==> src/design/fault_ramp_power_limit_core_defines.svh <==
// Assertion macros for the fault ramp power limiter.
// Used by the core; no other dependencies.
`ifndef FAULT_RAMP_POWER_LIMIT_CORE_DEFINES_SVH
`define FAULT_RAMP_POWER_LIMIT_CORE_DEFINES_SVH
// implication checked on every rising clock edge outside reset
`define FRPL_ASSERT_IMP(label, clk, rst_n, pre, post) \
    label: assert property (@(posedge clk) disable iff (!rst_n) (pre) |-> (post)) \
        else $error("frpl check failed");
// next-cycle implication
`define FRPL_ASSERT_NXT(label, clk, rst_n, pre, post) \
    label: assert property (@(posedge clk) disable iff (!rst_n) (pre) |=> (post)) \
        else $error("frpl check failed");
`endif

==> src/design/frpl_pkg.sv <==
// Shared types and codes for the fault ramp power limiter.
// No dependencies.
package frpl_pkg;
    localparam int unsigned PWR_W  = 24;
    localparam int unsigned TIME_W = 32;
    localparam int unsigned FRAC_W = 16;

    typedef enum logic [1:0] {
        REQ_RATED   = 2'd0,
        REQ_REDUCED = 2'd1,
        REQ_FAULT   = 2'd2,
        REQ_EVAL    = 2'd3
    } t_req;

    typedef enum logic [0:0] {
        CFG_RESTORE = 1'b0,
        CFG_RAMP    = 1'b1
    } t_cfg;

    typedef enum logic [3:0] {
        ST_IDLE,
        ST_INIT,
        ST_SLOT,
        ST_DIV,
        ST_RD,
        ST_MUL,
        ST_ACC,
        ST_OUT,
        ST_EMIT
    } t_state;
endpackage

==> src/design/fault_ramp_power_limit_core.sv <==
// Fault ramp power limiter core: tables, sequencer and shared divide/multiply unit.
// Depends on frpl_pkg and fault_ramp_power_limit_core_defines.svh.
//
// Channel   Dir  Handshake        Payload
// in        in   valid / stall    req_type fault_slot thruster_sel power_value ...
// out       out  valid / stall    thruster_out power_available last_result
// cfg       in   valid / ready    index, data
//
// A load item is taken without stalling the input. An evaluation keeps the input
// stalled until its last result is presented; each fault whose window is open runs
// the 16-step restoring divider once and the one shared multiplier once per
// thruster, and result stalls lengthen the wait.
// Reset clears the rated table, fault times and flags; the reduced table is not cleared.
// A stalled result holds; the last result may still wait when the next item is taken.
`include "fault_ramp_power_limit_core_defines.svh"
module fault_ramp_power_limit_core #(
    parameter int THRUSTERS   = 8,
    parameter int FAULT_SLOTS = 8
) (
    input  logic        i_clk,
    input  logic        i_rst_n,
    input  logic        i_valid,
    output logic        o_stall,
    input  logic [1:0]  i_req_type,
    input  logic [2:0]  i_fault_slot,
    input  logic [2:0]  i_thruster_sel,
    input  logic [23:0] i_power_value,
    input  logic [31:0] i_time_value,
    input  logic        i_fault_active,
    output logic        o_valid,
    input  logic        i_stall,
    output logic [2:0]  o_thruster_out,
    output logic [23:0] o_power_available,
    output logic        o_last_result,
    input  logic        i_cfg_valid,
    output logic        o_cfg_ready,
    input  logic        i_cfg_index,
    input  logic [31:0] i_cfg_data
);
    localparam int TW = (THRUSTERS > 1) ? $clog2(THRUSTERS) : 1;
    localparam int SW = (FAULT_SLOTS > 1) ? $clog2(FAULT_SLOTS) : 1;
    localparam int TC = $clog2(THRUSTERS + 1);
    localparam int SC = $clog2(FAULT_SLOTS + 1);
    localparam int MW = (FAULT_SLOTS * THRUSTERS > 1) ? $clog2(FAULT_SLOTS * THRUSTERS) : 1;
    localparam int PW = frpl_pkg::PWR_W;
    localparam int FW = frpl_pkg::FRAC_W;

    assign o_cfg_ready = 1'b1;

    logic [31:0] r_restore, r_ramp;
    logic [PW-1:0] r_rated [THRUSTERS];
    logic [PW-1:0] r_lim [THRUSTERS];
    logic [31:0] r_ftime [FAULT_SLOTS];
    logic [FAULT_SLOTS-1:0] r_fvalid;
    logic [PW-1:0] r_reduced_mem [FAULT_SLOTS*THRUSTERS];

    frpl_pkg::t_state r_state, n_state;
    logic [31:0] r_tval;
    logic [SC-1:0] r_slot;
    logic [TC-1:0] r_thr;
    logic [4:0] r_step;
    logic [32:0] r_rem;           // divider partial remainder
    logic [FW-1:0] r_dividend;    // quotient bits shifted in
    logic [FW-1:0] r_frac;
    logic [PW-1:0] r_red, r_rat;
    logic [PW+FW-1:0] r_prod;
    logic r_up;
    logic [2:0] r_othr;
    logic [PW-1:0] r_opwr;
    logic r_olast, r_ovalid;

    logic in_acc;
    assign o_stall = (r_state != frpl_pkg::ST_IDLE);
    assign in_acc  = i_valid && !o_stall;

    logic [SW-1:0] slot_ix;
    logic [TW-1:0] thr_ix;
    assign slot_ix = r_slot[SW-1:0];
    assign thr_ix  = r_thr[TW-1:0];

    logic [MW-1:0] wr_addr, rd_addr;
    assign wr_addr = MW'(32'(i_fault_slot) * 32'(THRUSTERS) + 32'(i_thruster_sel));
    assign rd_addr = MW'(32'(slot_ix) * 32'(THRUSTERS) + 32'(thr_ix));

    // window check for current slot
    logic [31:0] ft, elapsed;
    logic [32:0] win_end;
    logic in_win;
    always_comb begin
        ft      = r_ftime[slot_ix];
        elapsed = r_tval - ft;
        win_end = {1'b0, r_restore} + {1'b0, r_ramp};
        in_win  = r_fvalid[slot_ix] && (r_tval >= ft) && (elapsed >= r_restore)
                  && ({1'b0, elapsed} < win_end);
    end

    logic [32:0] sub_try;
    assign sub_try = {r_rem[31:0], 1'b0} - {1'b0, r_ramp};

    always_comb begin
        n_state = r_state;
        unique case (r_state)
            frpl_pkg::ST_IDLE:
                if (in_acc && i_req_type == frpl_pkg::REQ_EVAL) n_state = frpl_pkg::ST_INIT;
            frpl_pkg::ST_INIT:
                if (r_thr == TC'(THRUSTERS - 1)) n_state = frpl_pkg::ST_SLOT;
            frpl_pkg::ST_SLOT:
                if (r_slot == SC'(FAULT_SLOTS)) n_state = frpl_pkg::ST_OUT;
                else if (in_win) n_state = frpl_pkg::ST_DIV;
            frpl_pkg::ST_DIV:
                if (r_step == 5'd15) n_state = frpl_pkg::ST_RD;
            frpl_pkg::ST_RD:  n_state = frpl_pkg::ST_MUL;
            frpl_pkg::ST_MUL: n_state = frpl_pkg::ST_ACC;
            frpl_pkg::ST_ACC:
                if (r_thr == TC'(THRUSTERS - 1)) n_state = frpl_pkg::ST_SLOT;
                else n_state = frpl_pkg::ST_RD;
            frpl_pkg::ST_OUT:
                if (!r_ovalid || !i_stall) n_state = frpl_pkg::ST_EMIT;
            frpl_pkg::ST_EMIT:
                if (r_thr == TC'(THRUSTERS - 1)) n_state = frpl_pkg::ST_IDLE;
                else n_state = frpl_pkg::ST_OUT;
            default: n_state = frpl_pkg::ST_IDLE;
        endcase
    end

    always_ff @(posedge i_clk) begin
        if (!i_rst_n) r_state <= frpl_pkg::ST_IDLE;
        else r_state <= n_state;
    end

    // memory port: written on load, read in ST_RD
    always_ff @(posedge i_clk) begin
        if (in_acc && i_req_type == frpl_pkg::REQ_REDUCED
            && 32'(i_fault_slot) < 32'(FAULT_SLOTS) && 32'(i_thruster_sel) < 32'(THRUSTERS))
            r_reduced_mem[wr_addr] <= i_power_value;
        if (r_state == frpl_pkg::ST_RD)
            r_red <= r_reduced_mem[rd_addr];
    end

    logic [PW-1:0] diff;
    assign diff = (r_rat >= r_red) ? (r_rat - r_red) : (r_red - r_rat);
    logic [PW-1:0] step_v, cand;
    assign step_v = r_prod[PW+FW-1:FW];
    assign cand = r_up ? (r_red + step_v) : (r_red - step_v);

    always_ff @(posedge i_clk) begin
        if (!i_rst_n) begin
            r_restore <= 32'd0;
            r_ramp    <= 32'd10000;
            r_fvalid  <= '0;
            r_ovalid  <= 1'b0;
            for (int k = 0; k < THRUSTERS; k++) r_rated[k] <= '0;
            for (int k = 0; k < FAULT_SLOTS; k++) r_ftime[k] <= '0;
            r_thr  <= '0;
            r_slot <= '0;
            r_step <= '0;
        end else begin
            if (i_cfg_valid && o_cfg_ready) begin
                unique case (frpl_pkg::t_cfg'(i_cfg_index))
                    frpl_pkg::CFG_RESTORE: r_restore <= i_cfg_data;
                    frpl_pkg::CFG_RAMP:    r_ramp    <= i_cfg_data;
                    default: ;
                endcase
            end
            // drop a taken result unless the next one loads in its place
            if (r_ovalid && !i_stall && r_state != frpl_pkg::ST_OUT) r_ovalid <= 1'b0;
            unique case (r_state)
                frpl_pkg::ST_IDLE: begin
                    r_thr  <= '0;
                    r_slot <= '0;
                    r_tval <= i_time_value;
                    if (in_acc) begin
                        case (frpl_pkg::t_req'(i_req_type))
                            frpl_pkg::REQ_RATED:
                                if (32'(i_thruster_sel) < 32'(THRUSTERS))
                                    r_rated[TW'(i_thruster_sel)] <= i_power_value;
                            frpl_pkg::REQ_FAULT:
                                if (32'(i_fault_slot) < 32'(FAULT_SLOTS)) begin
                                    r_ftime[SW'(i_fault_slot)]  <= i_time_value;
                                    r_fvalid[SW'(i_fault_slot)] <= i_fault_active;
                                end
                            default: ;
                        endcase
                    end
                end
                frpl_pkg::ST_INIT: begin
                    r_lim[thr_ix] <= r_rated[thr_ix];
                    r_thr <= (r_thr == TC'(THRUSTERS - 1)) ? '0 : r_thr + 1'b1;
                end
                frpl_pkg::ST_SLOT: begin
                    r_step <= '0;
                    r_rem  <= {1'b0, elapsed - r_restore};
                    r_thr  <= '0;
                    r_dividend <= '0;
                    if (r_slot != SC'(FAULT_SLOTS) && !in_win) r_slot <= r_slot + 1'b1;
                end
                frpl_pkg::ST_DIV: begin
                    // one restoring divide step per cycle; the remainder starts below
                    // ramp, so 16 steps give the whole fraction
                    r_dividend <= {r_dividend[FW-2:0], !sub_try[32]};
                    r_rem <= sub_try[32] ? {r_rem[31:0], 1'b0} : sub_try;
                    r_step <= r_step + 1'b1;
                    if (r_step == 5'd15) r_frac <= {r_dividend[FW-2:0], !sub_try[32]};
                end
                frpl_pkg::ST_RD: begin
                    r_rat <= r_rated[thr_ix];
                end
                frpl_pkg::ST_MUL: begin
                    r_up   <= r_rat >= r_red;
                    r_prod <= diff * r_frac;
                end
                frpl_pkg::ST_ACC: begin
                    if (cand < r_lim[thr_ix]) r_lim[thr_ix] <= cand;
                    if (r_thr == TC'(THRUSTERS - 1)) begin
                        r_thr  <= '0;
                        r_slot <= r_slot + 1'b1;
                    end else r_thr <= r_thr + 1'b1;
                end
                frpl_pkg::ST_OUT: begin
                    if (!r_ovalid || !i_stall) begin
                        r_ovalid <= 1'b1;
                        r_othr   <= 3'(r_thr);
                        r_opwr   <= r_lim[thr_ix];
                        r_olast  <= (r_thr == TC'(THRUSTERS - 1));
                    end
                end
                frpl_pkg::ST_EMIT: begin
                    r_thr <= (r_thr == TC'(THRUSTERS - 1)) ? '0 : r_thr + 1'b1;
                end
                default: ;
            endcase
        end
    end

    assign o_valid           = r_ovalid;
    assign o_thruster_out    = r_othr;
    assign o_power_available = r_opwr;
    assign o_last_result     = r_olast;

    `FRPL_ASSERT_IMP(a_busy_no_accept, i_clk, i_rst_n, r_state != frpl_pkg::ST_IDLE, o_stall)
    `FRPL_ASSERT_NXT(a_hold_stalled, i_clk, i_rst_n, o_valid && i_stall, o_valid && $stable(o_power_available))
    `FRPL_ASSERT_IMP(a_last_at_end, i_clk, i_rst_n, o_valid && o_last_result, o_thruster_out == 3'(THRUSTERS - 1))
endmodule
==> config.mk <==
export PLATFORM = sky130hd
export DESIGN_NAME = fault_ramp_power_limit_core
export DESIGN_NICKNAME = d
export VERILOG_FILES = /design/src/design/frpl_pkg.sv /design/src/design/fault_ramp_power_limit_core.sv
export VERILOG_INCLUDE_DIRS = /design/src /design/src/design
export SDC_FILE = /design/constraint.sdc
export NUM_CORES = 2
export LEC_CHECK = 0
export ABC_AREA = 1
export BUFFER_PORTS_ARGS = -buffer_cell sky130_fd_sc_hd__buf_2
export CAP_MARGIN = 30
export CORE_UTILIZATION = 25
export CTS_CLUSTER_DIAMETER = 40
export DETAILED_ROUTE_END_ITERATION = 16
export GPL_ROUTABILITY_DRIVEN = 0
export PLACE_DENSITY = 0.49
export SETUP_SLACK_MARGIN = 0.2
export SLEW_MARGIN = 30
export SYNTH_ARGS = -nofsm -noshare
export SYNTH_HDL_FRONTEND = slang
export SYNTH_SLANG_ARGS = --single-unit
==> constraint.sdc <==
create_clock -name i_clk -period 9.1 [get_ports i_clk]
set_clock_uncertainty 0.05 [all_clocks]
set_input_delay 2.275 -clock i_clk [delete_from_list [all_inputs] [get_ports i_clk]]
set_output_delay 2.275 -clock i_clk [all_outputs]
set_load 0.005 [all_outputs]
==> flow_metrics.env <==
export IMPL_min_to="r_frac[15]"
export IMPL_synthTopCellsByArea="edfxtp_1 (60%), fa_1 (5.3%), nand2_1 (4.9%)"
export IMPL_async_flop_share=0
export IMPL_yosysSeqAreaShare=0.618
export IMPL_ys_flop_type="edfxtp_1"
export IMPL_cts_path_max_buffers=4
export IMPL_netSwitchingPower_mw=15.1
export IMPL_fin_nets=11400
export IMPL_p_leak_nw=51.2
export IMPL_rr_endpoint="r_prod[38]"
export IMPL_r2r_cells=30
export IMPL_drt_first_iter_violations=7931
export IMPL_final_cells=17100
export IMPL_maxSlewHeadroom=0.221
export IMPL_cp_start_kind="flip-flop"
export IMPL_vias_per_cell=4.76
export IMPL_tightest_slew_ps=1160
export IMPL_power_total_mw=41.4
export IMPL_synth_cell_types=71
export IMPL_fin_crit_ps=8280
export IMPL_comb_power_share=0.344
export IMPL_cp_end_kind="flip-flop"
export IMPL_min_from="r_dividend[14]"
export IMPL_clock_fmax_ghz=0.121
export IMPL_synth_area_leader_cell="edfxtp_1"
export IMPL_avgSynthCellArea_sq_um=11.5
export IMPL_crit_type="reg2reg"
export IMPL_seq_power_share=0.322
export IMPL_core_sq_um=471000
export IMPL_hold_ws_ps=377
export IMPL_numCtsBuffers=343
export IMPL_final_antenna_net_count=0
export IMPL_p_per_area_nw_per_um2=297
export IMPL_cts_htree_levels=5
export IMPL_grt_max_degree=129
export IMPL_rsz0062_at_grt="no"
export IMPL_cp_data_arrival_time_ps=8900
export IMPL_cts_root_buf="clkbuf_16"
export IMPL_final_setup_tns_ps=0
export IMPL_min_path_cells=0
export IMPL_grt_usage=0.158
export IMPL_syn_to_final_growth_pct=17.8
export IMPL_io_pins=134
export IMPL_dieArea_sq_um=476000
export IMPL_grt_pass1_vias=79000
export IMPL_firstDrtPassIters=6
export IMPL_wire_per_inst_um=22.6
export IMPL_placedCellCount=16500
export IMPL_clkLatencyLatePin_ps=920
export IMPL_regArea_sq_um=73200
export IMPL_status="complete, no violations"
export IMPL_initial_utilization=0.251
export IMPL_clkPwrFrac=0.333
export IMPL_port_buffers=132
export IMPL_die_width_um=690
export IMPL_yosysWarnings=0
export IMPL_finalCritPeriodShare=0.910
export IMPL_grt_pass1_wl_um=555000
export IMPL_syn_area_sq_um=118000
export IMPL_clkSlewWorstSetupHoldPaths_ps=60
export IMPL_slew_violations=0
export IMPL_slowest_stage="o311ai_0"
export IMPL_max_stage_delay_ps=660
export IMPL_cts_hold_buf=0
export IMPL_drive_gt1_frac=0.106
export IMPL_cts_tree="yes"
export IMPL_drt_wl_total_um=387000
export IMPL_p_int_mw=26.3
export IMPL_antenna_found_initial=39
export IMPL_ys_seq_elements=2468
export IMPL_final_core_util=0.296
export IMPL_multiInputGateArea_sq_um=39900
export IMPL_hpwl_um=248000
export IMPL_die_y_um=690
export IMPL_synth_edff_count=2372
export IMPL_synth_cells=10300
export IMPL_drc=0
export IMPL_r2r_slack_ps=820
export IMPL_globalRoute_totalOverflow=0
export IMPL_irDropWorstVdd_v=0.000403
export IMPL_switching_share=0.365
export IMPL_crit_fanout=13
export IMPL_clock_sinks=2468
export IMPL_hold_viol_final=0
export IMPL_rows=252
export IMPL_synth_top_cell_area_share=0.602
export IMPL_synth_nets=11100
export IMPL_worst_ep_required_time_ps=9710
export IMPL_num_vias=81500
export IMPL_hp_class="reg2reg"
export IMPL_cap_violations=0
export IMPL_report_final_setup_viol=0
export IMPL_reg2reg_from="r_red[11]"
export IMPL_fillers=48400
==> registers in the layout (all words and copies together) (netlist names), named ones only <==
| signal | flops |
|---|---|
| r_rat | 24 |
| r_step | 5 |
| r_ftime | 256 |
| r_reduced_mem | 1536 |
| r_state | 4 |
| o_thruster_out | 3 |
| r_up | 1 |
| r_thr | 4 |
| r_tval | 32 |
| r_ramp | 32 |
| r_prod | 24 |
| o_last_result | 1 |
| r_lim | 192 |
| o_valid | 1 |
| o_power_available | 24 |
| r_fvalid | 8 |
| r_rem | 32 |
| r_slot | 4 |
| r_frac | 16 |
| r_rated | 192 |
| r_dividend | 15 |
| r_restore | 32 |
| r_red | 24 |
==> how the worst max path moves through the flow <==
stage              start          to  slack, ps  depth (start not counted)
2_1_floorplan   r_rat[0]  r_prod[37]       1760                         36
3_3_place_gp    r_rat[0]  r_prod[29]        800                         37
3_5_place_dp    r_rat[0]  r_prod[38]        710                         35
4_1_cts         r_rat[0]  r_prod[38]        690                         35
5_1_grt        r_red[10]  r_prod[37]        240                         33
6_report       r_red[11]  r_prod[38]        820                         30
==> through the flow <==
stage / cell area [sq um] / setup slack (ps)
after floorplan: 118000 / 1760
after global placement: 127000 / 799
after detailed placement: 127000 / 708
after CTS: 139000 / 694
after global routing: 139000 / 242
final: 139000 / 816
==> cells by family (layout without fill, tap and decap cells) <==
| kind of cell | after synthesis | in the layout | share of synthesized area |
|---|---|---|---|
| xor gates and xnor gates | 191 | 191 | 0.0143 |
| adders and majority gates | 678 | 678 | 0.0915 |
| buffers and inverters | 1493 | 2046 | 0.0481 |
| DFF | 2468 | 2468 | 0.618 |
| AOI/OAI and AO/OA | 2009 | 2009 | 0.108 |
| and+or+nand+nor | 3488 | 3488 | 0.120 |
| other | 1 | 14 | 0.0000317 |
==> cell type report <==
class | instances | area share
clock inverters | 241 | 0.0201
multi-input cells | 6367 | 0.286
repair buffers | 375 | 0.0191
clock buffers | 389 | 0.0649
inverters | 1041 | 0.0284
diodes | 13 | 0.000233
flip-flops and latches | 2468 | 0.525
well taps | 6223 | 0.0559
==> worst max-delay path, delay by kind of cell (launching register included) <==
family | cells | cell delay [ps]
fa+ha+maj | 8 | 3890
simple gates | 11 | 1720
buf+inv | 7 | 890
compound gates | 2 | 840
flops | 1 | 390
xor+xnor | 2 | 220
==> cells in the final DEF (no fill, tap or decap), drive strengths merged, types with 5 or more instances in the layout <==
| cell | n |
|---|---|
| xnor2 | 63 |
| o221ai | 38 |
| clkinv | 130 |
| a31o | 7 |
| nor4 | 22 |
| a21o | 22 |
| clkinvlp | 37 |
| nor3 | 71 |
| o22ai | 105 |
| a22o | 138 |
| bufinv | 45 |
| nor2 | 1396 |
| xor2 | 128 |
| nand3 | 202 |
| a21boi | 12 |
| a221oi | 194 |
| and3 | 16 |
| a21oi | 445 |
| o2111ai | 10 |
| o21ai | 650 |
| nand3b | 9 |
| clkbuf | 389 |
| ha | 366 |
| o211ai | 47 |
| o2bb2ai | 5 |
| a31oi | 63 |
| dfxtp | 96 |
| a211oi | 20 |
| o21a | 26 |
| nand4 | 185 |
| a41o | 5 |
| fa | 312 |
| a22oi | 178 |
| buf | 375 |
| o21bai | 23 |
| or2 | 27 |
| inv | 1070 |
| diode | 13 |
| edfxtp | 2372 |
| nand2 | 1558 |
==> synth_stat cells (177+ instances only) <==
master    number
nor2_1      1393
a21oi_1      443
nand4_1      185
a22oi_1      177
nand2_1     1539
fa_1         312
inv_1       1013
ha_1         366
clkbuf_1     347
a221oi_1     194
edfxtp_1    2372
o21ai_0      644
nand3_1      200
==> power by group through the flow <==
stage               clock network, mW  registers (mW)  logic [mW]
CTS                              14.0            13.4        14.3
global placement                    0            13.6        14.1
finish                           13.8            13.4        14.3
global route                     14.4            13.4        15.9
detailed placement                  0            13.6        14.2
floorplan                           0            13.5        9.42
==> what timing repair did <==
| item | 4_1_cts | 5_1_grt |
|---|---|---|
| setup buffers | 0 | 0 |
| setup endpoints to repair | 0 | 4 |
| gates resized for setup | 0 | 3 |
==> layer usage <==
layer,track usage,vias up,wire length [um]
li1,-,37100,-
met5,0,-,37
met2,0.248,2745,175000
met3,0.0268,510,26200
met1,0.224,41100,176000
met4,0.0439,6,10700
No activity file was read; power rests on OpenSTA's default activity.
